[src/assert_macros.svh]
// ----------------------------------------------------------------------------
// Assertion macros
// Concurrent assertion wrappers; they compile away when SYNTHESIS is defined.
// ----------------------------------------------------------------------------
`ifndef ASSERT_MACROS_SVH
`define ASSERT_MACROS_SVH

`ifndef SYNTHESIS

// prop must hold at every clock edge outside reset
`define SKS_ASSERT(lbl, clk, rst, prop, msg) \
   lbl: assert property (@(posedge clk) disable iff (rst) prop) \
      else $error(msg);

// expr must never be true outside reset
`define SKS_ASSERT_NEVER(lbl, clk, rst, expr, msg) \
   lbl: assert property (@(posedge clk) disable iff (rst) !(expr)) \
      else $error(msg);

`else

`define SKS_ASSERT(lbl, clk, rst, prop, msg)
`define SKS_ASSERT_NEVER(lbl, clk, rst, expr, msg)

`endif

`endif

[src/sks_pkg.sv]
// ----------------------------------------------------------------------------
// sks_pkg
// Shared types and register map constants of the k-th smallest selector.
// ----------------------------------------------------------------------------
package sks_pkg;

   // register file
   localparam int CSR_ADDR_BITS = 3;
   localparam int CSR_DATA_BITS = 32;
   localparam int RANK_BITS     = 7;

   localparam logic [RANK_BITS-1:0] RANK_RESET    = 7'd1;
   // word index of rank_k (paddr[2])
   localparam logic [0:0]           CSR_IDX_RANK_K = 1'b0;

   // per-cycle commands broadcast to every cell
   typedef struct packed {
      logic load;    // insert the incoming word
      logic drop;    // the top kept entry falls off after the insert
      logic drain;   // shift everything one cell toward cell 0
      logic clear;   // empty the store
   } cell_ctrl_type;

   typedef enum logic [1:0] {
      ST_ACCEPT = 2'b01,
      ST_DRAIN  = 2'b10
   } sel_state_type;

endpackage

[src/sks_cell.sv]
// ----------------------------------------------------------------------------
// sks_cell
// One slot of the sorted insertion chain: holds a value and its valid flag,
// compares against the incoming word and shifts up or down with neighbors.
// ----------------------------------------------------------------------------
module sks_cell #(
   parameter int VALUE_BITS = 32
) (
   input  logic                         clock,
   input  logic                         reset,
   input  sks_pkg::cell_ctrl_type       ctrl,
   input  logic signed [VALUE_BITS-1:0] sample_value,
   input  logic signed [VALUE_BITS-1:0] left_value,
   input  logic                         left_valid,
   input  logic                         left_gt,
   input  logic signed [VALUE_BITS-1:0] right_value,
   input  logic                         right_valid,
   input  logic                         after_right,
   output logic signed [VALUE_BITS-1:0] value,
   output logic                         valid,
   output logic                         gt
);
   import sks_pkg::*;

   logic signed [VALUE_BITS-1:0] value_ff, value_in;
   logic                         valid_ff, valid_in;

   assign gt    = valid_ff && (value_ff > sample_value);
   assign value = value_ff;
   assign valid = valid_ff;

   always_comb begin
      value_in = value_ff;
      valid_in = valid_ff;
      if (ctrl.clear) begin
         valid_in = 1'b0;
      end else if (ctrl.drain) begin
         value_in = right_value;
         valid_in = right_valid;
      end else if (ctrl.load) begin
         // larger entries move up one slot; the new word lands at the boundary
         if (left_gt) begin
            value_in = left_value;
         end else if (gt || !valid_ff) begin
            value_in = sample_value;
         end
         // occupancy grows by one, up to the depth; the new top slot goes if over rank
         valid_in = left_valid && !(ctrl.drop && !after_right);
      end
   end

   always_ff @(posedge clock) begin
      value_ff <= value_in;
      if (reset) begin
         valid_ff <= 1'b0;
      end else begin
         valid_ff <= valid_in;
      end
   end

endmodule

[config.mk]
export PLATFORM = sky130hd
export DESIGN_NAME = sks_cell
export DESIGN_NICKNAME = d
export VERILOG_FILES = /design/src/assert_macros.svh /design/src/sks_pkg.sv /design/src/sks_cell.sv
export SDC_FILE = /design/constraint.sdc
export NUM_CORES = 1
export LEC_CHECK = 0
export BUFFER_PORTS_ARGS = -buffer_cell sky130_fd_sc_hd__buf_2
export CORE_UTILIZATION = 40
export CTS_CLUSTER_DIAMETER = 40
export DETAILED_ROUTE_END_ITERATION = 7
export GPL_ROUTABILITY_DRIVEN = 1
export PLACE_DENSITY = 0.78
export SLEW_MARGIN = 20
export SYNTH_ARGS = -nofsm -noshare
export SYNTH_HDL_FRONTEND = slang
export SYNTH_SLANG_ARGS = --single-unit
[constraint.sdc]
create_clock -name clock -period 3.92 [get_ports clock]
set_clock_uncertainty 0.15 [all_clocks]
set_input_delay 0.392 -clock clock [delete_from_list [all_inputs] [get_ports clock]]
set_output_delay 0.392 -clock clock [all_outputs]
set_load 0.03 [all_outputs]
==> impl_results.rst, run 1 <==
.. list-table::
   :header-rows: 1

   * - Metric
     - Value
   * - Status
     - finished, final reports clean
   * - DR DRC count
     - 0
   * - Number of endpoints failing setup at the final stage
     - 0
   * - Core region area
     - 5991 um2
   * - Origin of the critical flop-to-flop path
     - value[31]$_DFFE_PP_
   * - Clk Tree Root Cell
     - sky130_fd_sc_hd__clkbuf_8
   * - Routed wire per std cell
     - ~13 um
   * - Final Hold Viols
     - 0
   * - Antenna-violating nets left
     - 0
   * - Vertical extent of the die
     - approximately 80 um
   * - Total buffers and inverters traversed by the critical path
     - 1
   * - Dominant delay contributor by cell family on the critical path
     - simple AND/OR/NAND/NOR gates
   * - H-Tree Level Count
     - 2
   * - Max-slew violation count
     - 0
   * - Overflow left after global routing
     - 0
   * - Count of input and output buffers
     - approximately 140
   * - Portion of synthesized cell area occupied by the leading cell type
     - a little under two fifths
   * - Pin count of the biggest net entering global routing
     - 68
   * - Clock-pin slew of the registers on the worst-case setup and hold paths
     - ~0.070 ns
   * - Arr. time, crit path
     - 2.57 ns
   * - Worst path slowest cell
     - sky130_fd_sc_hd__nor4_1
   * - Sinks on the clock net
     - 33
   * - Area Overhead vs Synth
     - 33.86%
   * - Diode count
     - 0
   * - Max stage delay on crit path
     - approximately 0.53 ns
   * - Initial drt markers
     - 48
   * - Count of placed standard cells in the final layout, fillers left out
     - just under 500
   * - Portion of the clock cycle consumed by the worst path in the final layout
     - approximately 80%
   * - Type of the worst setup path
     - register to output port
   * - Post-CTS sizing
     - 0
   * - Transition time at the pin with the least slew margin
     - around 0.56 ns
   * - Worst-case headroom to the max-slew limit
     - 62.53%
   * - Number of cells traversed by the worst hold path
     - 2
   * - Setup repair after global routing missed its margin
     - false
   * - Layout Utilization
     - 56.39%
   * - Commonest non-fill, non-tap cells in the layout
     - sky130_fd_sc_hd__buf_2, sky130_fd_sc_hd__nand2_1, sky130_fd_sc_hd__o21ai_0
   * - Setup Total Neg Slack
     - 0 ns
   * - Detailed-router iteration count before antenna repair
     - 4
   * - Register-to-Register Path Depth
     - 8
   * - Antenna violations before repair
     - 0
   * - Number of standard-cell rows in the floorplan
     - 28
   * - Max capacitance violation total
     - 0
   * - Synthesized area
     - about 2500 um2
   * - Die Span X
     - between 80 and 90 um
   * - Most frequent standard cell in the layout excluding fill and tap cells
     - sky130_fd_sc_hd__buf_2
   * - CTS tree
     - built
   * - Hold WC Path Type
     - input pin to register
   * - Power density relative to cell area
     - around 330 nW/um2
   * - Global-route wire length before repair
     - approximately 10 mm
   * - Library cell with the largest summed area after synthesis
     - sky130_fd_sc_hd__edfxtp_1
   * - Final period demand of the worst path
     - slightly above 3 ns
   * - Syn Area/Cell
     - a little over 9 um2
   * - Final net count
     - ~550
   * - Distinct cells, synth
     - 29
   * - Via count
     - about 2,400
   * - Final Cell Area
     - between 3000 and 4000 um2
   * - Largest cells by area after synthesis
     - sky130_fd_sc_hd__edfxtp_1, sky130_fd_sc_hd__ha_1, sky130_fd_sc_hd__mux2i_1, sky130_fd_sc_hd__o21ai_0, sky130_fd_sc_hd__nand2_1
   * - Die outline area
     - roughly 6600 um2
   * - Last weighted congestion value of the routability-driven placer
     - between 0.7 and 0.8
   * - Insertion delay to the later sink of the worst-skew pair
     - just under 0.3 ns
   * - R2R Path End
     - value[21]$_DFFE_PP_
   * - Min-Delay Startpoint
     - reset
   * - Power after layout
     - about 1.1 mW
   * - Series of cell instances along the critical path
     - ha_1, nand4_1, nor4_1, o31a_1, o2111ai_1, o41ai_1, buf_2
   * - Number of vias per cell
     - 4.944
   * - Starting utilization of the core area
     - 42.13%
   * - Endpoint of the worst hold path
     - valid$_SDFFE_PP0P_
   * - Total wire length after detailed routing
     - about 6.4 mm
   * - Cell area after placement
     - around 3300 um2
   * - Post-CTS Setup Repair Bufs
     - 0
   * - Worst vdd rail ir drop
     - ~0.00022 V
   * - Worst setup slack before clock tree synthesis
     - approximately 1 ns
   * - Top-level port count
     - 140
   * - Post-placement cell count
     - around 480
   * - Vias in the first global route
     - ~2,300
   * - Upper clock frequency limit
     - between 0.3 and 0.4 GHz
   * - Worst Hold Margin
     - ~0.10 ns
   * - Number of standard cells after synthesis
     - 270
   * - Crit start category
     - register
   * - Syn_nets
     - slightly above 400
   * - Share of the yosys chip area belonging to registers
     - between 30 and 40%
   * - GRT Resource Usage Total
     - 20.03%
   * - Maximum net fanout on the critical path
     - 6
   * - Critical path required time
     - about 3.4 ns
   * - Maximum clock path buffer count
     - 2
   * - Lkg Pwr
     - 1.777 nW
   * - Worst reg-to-reg setup slack
     - approximately 1.1 ns
   * - Number of hold buffers added after CTS
     - 0
   * - Type of element capturing the critical path
     - output port
   * - Post-route setup slack
     - ~0.8 ns
   * - Synthesis-stage register bit count
     - 33
   * - Fraction of final layout cells sized beyond drive strength 1
     - 36.59%
   * - Number of buffers created by CTS
     - 5
   * - Sum of net half-perimeters after detailed placement
     - around 5.2 mm
   * - Synth warnings
     - 0
kinds of logic after synthesis:
family | Yosys count | share of synthesized area (%)
AND/OR/NAND/NOR | 65 | 11.45
AO/OA/AOI/OAI | 63 | 14.28
buffers and inverters | 45 | 6.842
flip-flops | 33 | 38.87
multiplexers | 32 | 12.69
adder cells (fa/ha/maj) | 32 | 15.86
cell usage after synthesis:
cell / n
sky130_fd_sc_hd__a22oi_1: 1
sky130_fd_sc_hd__o2111ai_1: 1
sky130_fd_sc_hd__dfxtp_1: 1
sky130_fd_sc_hd__clkbuf_1: 8
sky130_fd_sc_hd__a2bb2oi_1: 1
sky130_fd_sc_hd__nor2b_1: 1
sky130_fd_sc_hd__nor4_1: 2
sky130_fd_sc_hd__a221o_1: 2
sky130_fd_sc_hd__a21o_1: 2
sky130_fd_sc_hd__nand2_1: 40
sky130_fd_sc_hd__nand2b_1: 1
sky130_fd_sc_hd__a21oi_1: 15
sky130_fd_sc_hd__o21ai_0: 35
sky130_fd_sc_hd__ha_1: 32
sky130_fd_sc_hd__nor3_1: 2
sky130_fd_sc_hd__o31a_1: 1
sky130_fd_sc_hd__edfxtp_1: 32
sky130_fd_sc_hd__or3_2: 1
sky130_fd_sc_hd__nand4_1: 8
sky130_fd_sc_hd__nor2_1: 5
sky130_fd_sc_hd__o211ai_1: 2
sky130_fd_sc_hd__mux2i_1: 32
sky130_fd_sc_hd__o41ai_1: 1
sky130_fd_sc_hd__a211o_1: 1
sky130_fd_sc_hd__and3_2: 1
sky130_fd_sc_hd__a2111oi_0: 1
sky130_fd_sc_hd__nand3_1: 4
sky130_fd_sc_hd__buf_2: 3
sky130_fd_sc_hd__inv_1: 34
cell type report:
cell class / instances / area (um2)
fill: 551 / 2613
sequential: 33 / 980.9
inverter: 34 / 127.6
tap: 75 / 93.84
clock buffer: 8 / 80.08
timing repair buffer: 143 / 725.7
multi-input combinational: 192 / 1370
report_power, final:
group / leakage [nW] / switching, mW / internal (mW)
sequential: 0.324 / 0.0244 / 0.448
combinational: 1.41 / 0.249 / 0.154
clock: 0.0395 / 0.123 / 0.126
sequential cells by signal (all words and copies together) (netlist names):
signal,flops
value,32
valid,1
routing by layer:
layer / vias to the layer above / track usage [%] / share of wire, %
met2: 80 / 35.00 / 50
li1: 1252 / - / -
met3: 7 / 5.111 / 6.3
met5: - / 0 / 0
met4: 0 / 5.714 / 1.5
met1: 1059 / 24.11 / 43
worst max path at each step:
stage	start	end	depth (start not counted)
5_1_grt	value[31]$_DFFE_PP_	gt	7
2_1_floorplan	value[31]$_DFFE_PP_	gt	6
3_3_place_gp	sample_value[31]	gt	9
4_1_cts	value[31]$_DFFE_PP_	gt	7
3_5_place_dp	sample_value[31]	gt	9
6_report	value[31]$_DFFE_PP_	gt	7
Power figures use the tool's default switching activity.
==> run 2: changes to the inputs <==
- ABC_AREA: default -> 1
- PLACE_DENSITY: 0.78 -> 0.81
- clock period: 3.92 -> 2.79 ns (I/O delays scaled with it)
==> run 2 against run 1 <==
Worst setup slack worse by 0.62 ns. Sequential power up 29%. Total power up 24%. Sequential cell count unchanged. Clock power up 42%. Largest power group unchanged. Highest routed layer unchanged.
==> impl_results.rst, run 2 <==
.. list-table::
   :header-rows: 1

   * - Metric
     - Value
   * - Worst-case headroom to the max-slew limit
     - 36.82% (-26 points)
   * - Diode count
     - 0 (unchanged)
   * - Die Span X
     - 82.70 um (+1.6%)
   * - GRT Resource Usage Total
     - 19.90% (-0.13 points)
   * - Sinks on the clock net
     - 33 (unchanged)
   * - Synthesis-stage register bit count
     - 33 (unchanged)
   * - Worst reg-to-reg setup slack
     - 0.32 ns (-0.76 ns)
   * - Register-to-Register Path Depth
     - 10 (+2)
   * - Area Overhead vs Synth
     - 33.43%
   * - Setup Total Neg Slack
     - 0 ns (unchanged)
   * - Vertical extent of the die
     - 82.70 um (+1.6%)
   * - Fraction of final layout cells sized beyond drive strength 1
     - 36.53% (-0.056 points)
   * - Type of the worst setup path
     - register to output port
   * - Syn Area/Cell
     - 8.654 um2 (-7.4%)
   * - Final Cell Area
     - 3476 um2 (+2.9%)
   * - Commonest cells in the synthesized netlist
     - sky130_fd_sc_hd__nand2_1, sky130_fd_sc_hd__inv_1, sky130_fd_sc_hd__edfxtp_1, sky130_fd_sc_hd__ha_1, sky130_fd_sc_hd__o21a_1
   * - Worst setup slack before clock tree synthesis
     - 0.3020 ns (-0.7204 ns)
   * - Total wire length after detailed routing
     - 6.458 mm (+0.37%)
   * - Distinct cells, synth
     - 28 (-3.4%)
   * - Relative contribution of sequential cells to total power
     - 43.5% (+1.5 points)
   * - Share of power burned in combinational logic
     - 31.3% (-4.5 points)
   * - Maximum clock path buffer count
     - 2 (unchanged)
   * - Number of standard-cell rows in the floorplan
     - 29 (+3.6%)
   * - Number of flip-flops in the largest register
     - 32 (unchanged)
   * - Die outline area
     - 6839 um2 (+3.1%)
   * - Post-route setup slack
     - 0.1841 ns (-0.6241 ns)
   * - CTS tree
     - built
   * - Max-slew violation count
     - 0 (unchanged)
   * - Endpoint of the worst hold path
     - valid$_SDFFE_PP0P_
   * - Portion of the clock cycle consumed by the worst path in the final layout
     - just over 90%
   * - Share of the yosys chip area belonging to registers
     - 37.66% (-1.2 points)
   * - Synth async-reset ratio
     - 0% (unchanged)
   * - Number of endpoints failing setup at the final stage
     - 0 (unchanged)
   * - Vias in the first global route
     - 2,379 (+1.9%)
   * - Number of standard cells after synthesis
     - 301 (+11%)
   * - Commonest non-fill, non-tap cells in the layout
     - sky130_fd_sc_hd__buf_2, sky130_fd_sc_hd__nand2_1, sky130_fd_sc_hd__inv_1
   * - Worst Hold Margin
     - 0.02148 ns (-0.08261 ns)
   * - Core region area
     - 6314 um2 (+5.4%)
   * - Library cell with the largest summed area after synthesis
     - sky130_fd_sc_hd__edfxtp_1
   * - Transition time at the pin with the least slew margin
     - 0.9477 ns (+0.3908 ns)
   * - Global-route wire length before repair
     - 10.15 mm (+0.20%)
   * - Post-CTS Setup Repair Bufs
     - 0 (unchanged)
   * - Most used flip-flop cell after synthesis
     - sky130_fd_sc_hd__edfxtp_1
   * - DR DRC count
     - 0 (unchanged)
   * - Cell area after placement
     - 3368 um2 (+2.1%)
   * - Arr. time, crit path
     - 2.18 ns (-0.39 ns)
   * - Antenna violations before repair
     - 0 (unchanged)
   * - Routed wire per std cell
     - 12.54 um (-5.5%)
   * - Hold WC Path Type
     - input pin to register
   * - Final net count
     - 575 (+5.1%)
   * - Crit start category
     - register
   * - Upper clock frequency limit
     - around 0.38 GHz
   * - Number of enable-type register cells in the synthesized netlist
     - 32 (unchanged)
   * - Count of input and output buffers
     - 139 (unchanged)
   * - Final Hold Viols
     - 0 (unchanged)
   * - Dominant delay contributor by cell family on the critical path
     - compound AO/OA/AOI/OAI gates
   * - Insertion delay to the later sink of the worst-skew pair
     - 0.28 ns (about the same)
   * - Syn_nets
     - 439 (+7.6%)
   * - Top-level port count
     - 140 (unchanged)
   * - Pin count of the biggest net entering global routing
     - 63 (-7.4%)
   * - Max stage delay on crit path
     - 0.40 ns (-0.13 ns)
   * - Maximum net fanout on the critical path
     - 3 (-3)
   * - Initial drt markers
     - 69 (+44%)
   * - Total buffers and inverters traversed by the critical path
     - 1 (unchanged)
   * - R2R Path End
     - value[17]$_DFFE_PP_
   * - Layout Utilization
     - 55.05% (-1.3 points)
   * - Fill cell instance count of the final layout
     - 601 (+9.1%)
   * - Origin of the critical flop-to-flop path
     - value[19]$_DFFE_PP_
   * - Net switching power
     - 0.4538 mW (+15%)
   * - Cell repeated most along the worst path
     - sky130_fd_sc_hd__nand2_1
   * - Antenna-violating nets left
     - 0 (unchanged)
   * - Power density relative to cell area
     - 402.2 nW/um2 (+21%)
   * - Clk Tree Root Cell
     - sky130_fd_sc_hd__clkbuf_8
   * - Synth warnings
     - 0 (unchanged)
   * - Critical path required time
     - 2.36 ns (-1.02 ns)
   * - H-Tree Level Count
     - 2 (unchanged)
   * - Number of buffers created by CTS
     - 5 (unchanged)
   * - Detailed-router iteration count before antenna repair
     - 4 (unchanged)
   * - Internal cell power
     - 0.9444 mW (+30%)
   * - Worst vdd rail ir drop
     - 0.0002238 V (+2.4%)
   * - Type of element capturing the critical path
     - output port
   * - Clock-pin slew of the registers on the worst-case setup and hold paths
     - 0.07 ns (about the same)
   * - Overflow left after global routing
     - 0 (unchanged)
   * - Final period demand of the worst path
     - around 2.6 ns
   * - Min-Delay Startpoint
     - ctrl[0]
   * - Worst path slowest cell
     - sky130_fd_sc_hd__edfxtp_1
   * - Synthesized area
     - 2605 um2 (+3.2%)
   * - Via count
     - 2,547 (+6.2%)
   * - Portion of synthesized cell area occupied by the leading cell type
     - 36.89% (-1.2 points)
   * - Number of vias per cell
     - 4.946 (about the same)
   * - Last weighted congestion value of the routability-driven placer
     - 0.7724 (-3.1%)
   * - Most repeated cell in the gate-level netlist after synthesis
     - sky130_fd_sc_hd__nand2_1
   * - Clock power frac
     - 25.3% (+3.2 points)
   * - Most frequent standard cell in the layout excluding fill and tap cells
     - sky130_fd_sc_hd__buf_2
   * - Net Sw Frac
     - 32.46% (-2.7 points)
   * - Largest cells by area after synthesis
     - sky130_fd_sc_hd__edfxtp_1, sky130_fd_sc_hd__ha_1, sky130_fd_sc_hd__nand2_1, sky130_fd_sc_hd__o21a_1, sky130_fd_sc_hd__o211ai_1
   * - Sum of net half-perimeters after detailed placement
     - 5.145 mm (-1.9%)
   * - Series of cell instances along the critical path
     - ha_1, a21o_1, o21ai_1, nand2_1, a21oi_2, nand2_1, nand2_1, nand3_2, nor2_1, clkbuf_4
   * - Setup repair after global routing missed its margin
     - false
   * - Starting utilization of the core area
     - 41.26% (-0.87 points)
   * - Number of cells traversed by the worst hold path
     - 2 (unchanged)
   * - Status
     - finished, final reports clean
   * - Lkg Pwr
     - 1.742 nW (-2.0%)
   * - Max capacitance violation total
     - 0 (unchanged)
==> run 2: power by group through the flow <==
stage                     Clock [mW]  Sequential, mW  Combinational (mW)
final                          0.353           0.608               0.437
after global routing           0.382           0.611               0.492
after CTS                      0.360           0.607               0.440
after detailed placement           0           0.618               0.437
after global placement             0           0.617               0.425
after floorplan                    0           0.683               0.216
==> run 2: repair_timing <==
action / CTS / global route
hold endpoints to repair: 1 / 0
gates resized for setup: 0 / 2
setup endpoints to repair: 0 / 1
hold buffers: 1 / 0
==> run 2: worst max path at each step <==
stage | startpoint | end | slack [ns] | depth (start not counted)
after global placement | sample_value[31] | value[4]$_DFFE_PP_ | 0.38 | 12
after global routing | value[31]$_DFFE_PP_ | gt | 0.02 | 10
after floorplan | value[31]$_DFFE_PP_ | value[0]$_DFFE_PP_ | 0.02 | 9
after detailed placement | sample_value[31] | value[5]$_DFFE_PP_ | 0.30 | 12
final | value[19]$_DFFE_PP_ | gt | 0.18 | 10
after CTS | value[31]$_DFFE_PP_ | gt | 0.12 | 10
==> run 2: cells by family (layout without fill, tap and decap cells) <==
group           count (synthesis)  in the layout  synth area share [%]
fa+ha+maj                      32             32                 15.37
simple gates                   90             90                 15.03
buf+inv                        58            195                 8.597
flops                          33             33                 37.66
compound gates                 88             88                 23.34
==> run 2: through the flow <==
stage	power, mW	instances
finish	1.398	515
global route	1.485	515
CTS	1.407	515
detailed placement	1.055	506
global placement	1.043	506
floorplan	0.8983	301
==> run 2: layer usage <==
layer	share of wire [%]	track usage [%]	vias to the layer above
met3	6.2	4.505	13
li1	-	-	1314
met5	0	0	-
met4	2.1	8.276	0
met1	41	21.96	1129
met2	51	36.39	91
==> run 2: final cells by class <==
| class | count | area, um2 | share of cell area, % |
|---|---|---|---|
| Clock buffer | 6 | 72.57 | 2.088 |
| Clock inverter | 2 | 10.01 | 0.2880 |
| Inverter | 44 | 165.2 | 4.752 |
| Multi-Input combinational cell | 210 | 1420 | 40.86 |
| Sequential cell | 33 | 980.9 | 28.22 |
| Tap cell | 77 | 96.34 | 2.772 |
| Timing Repair Buffer | 143 | 730.7 | 21.02 |
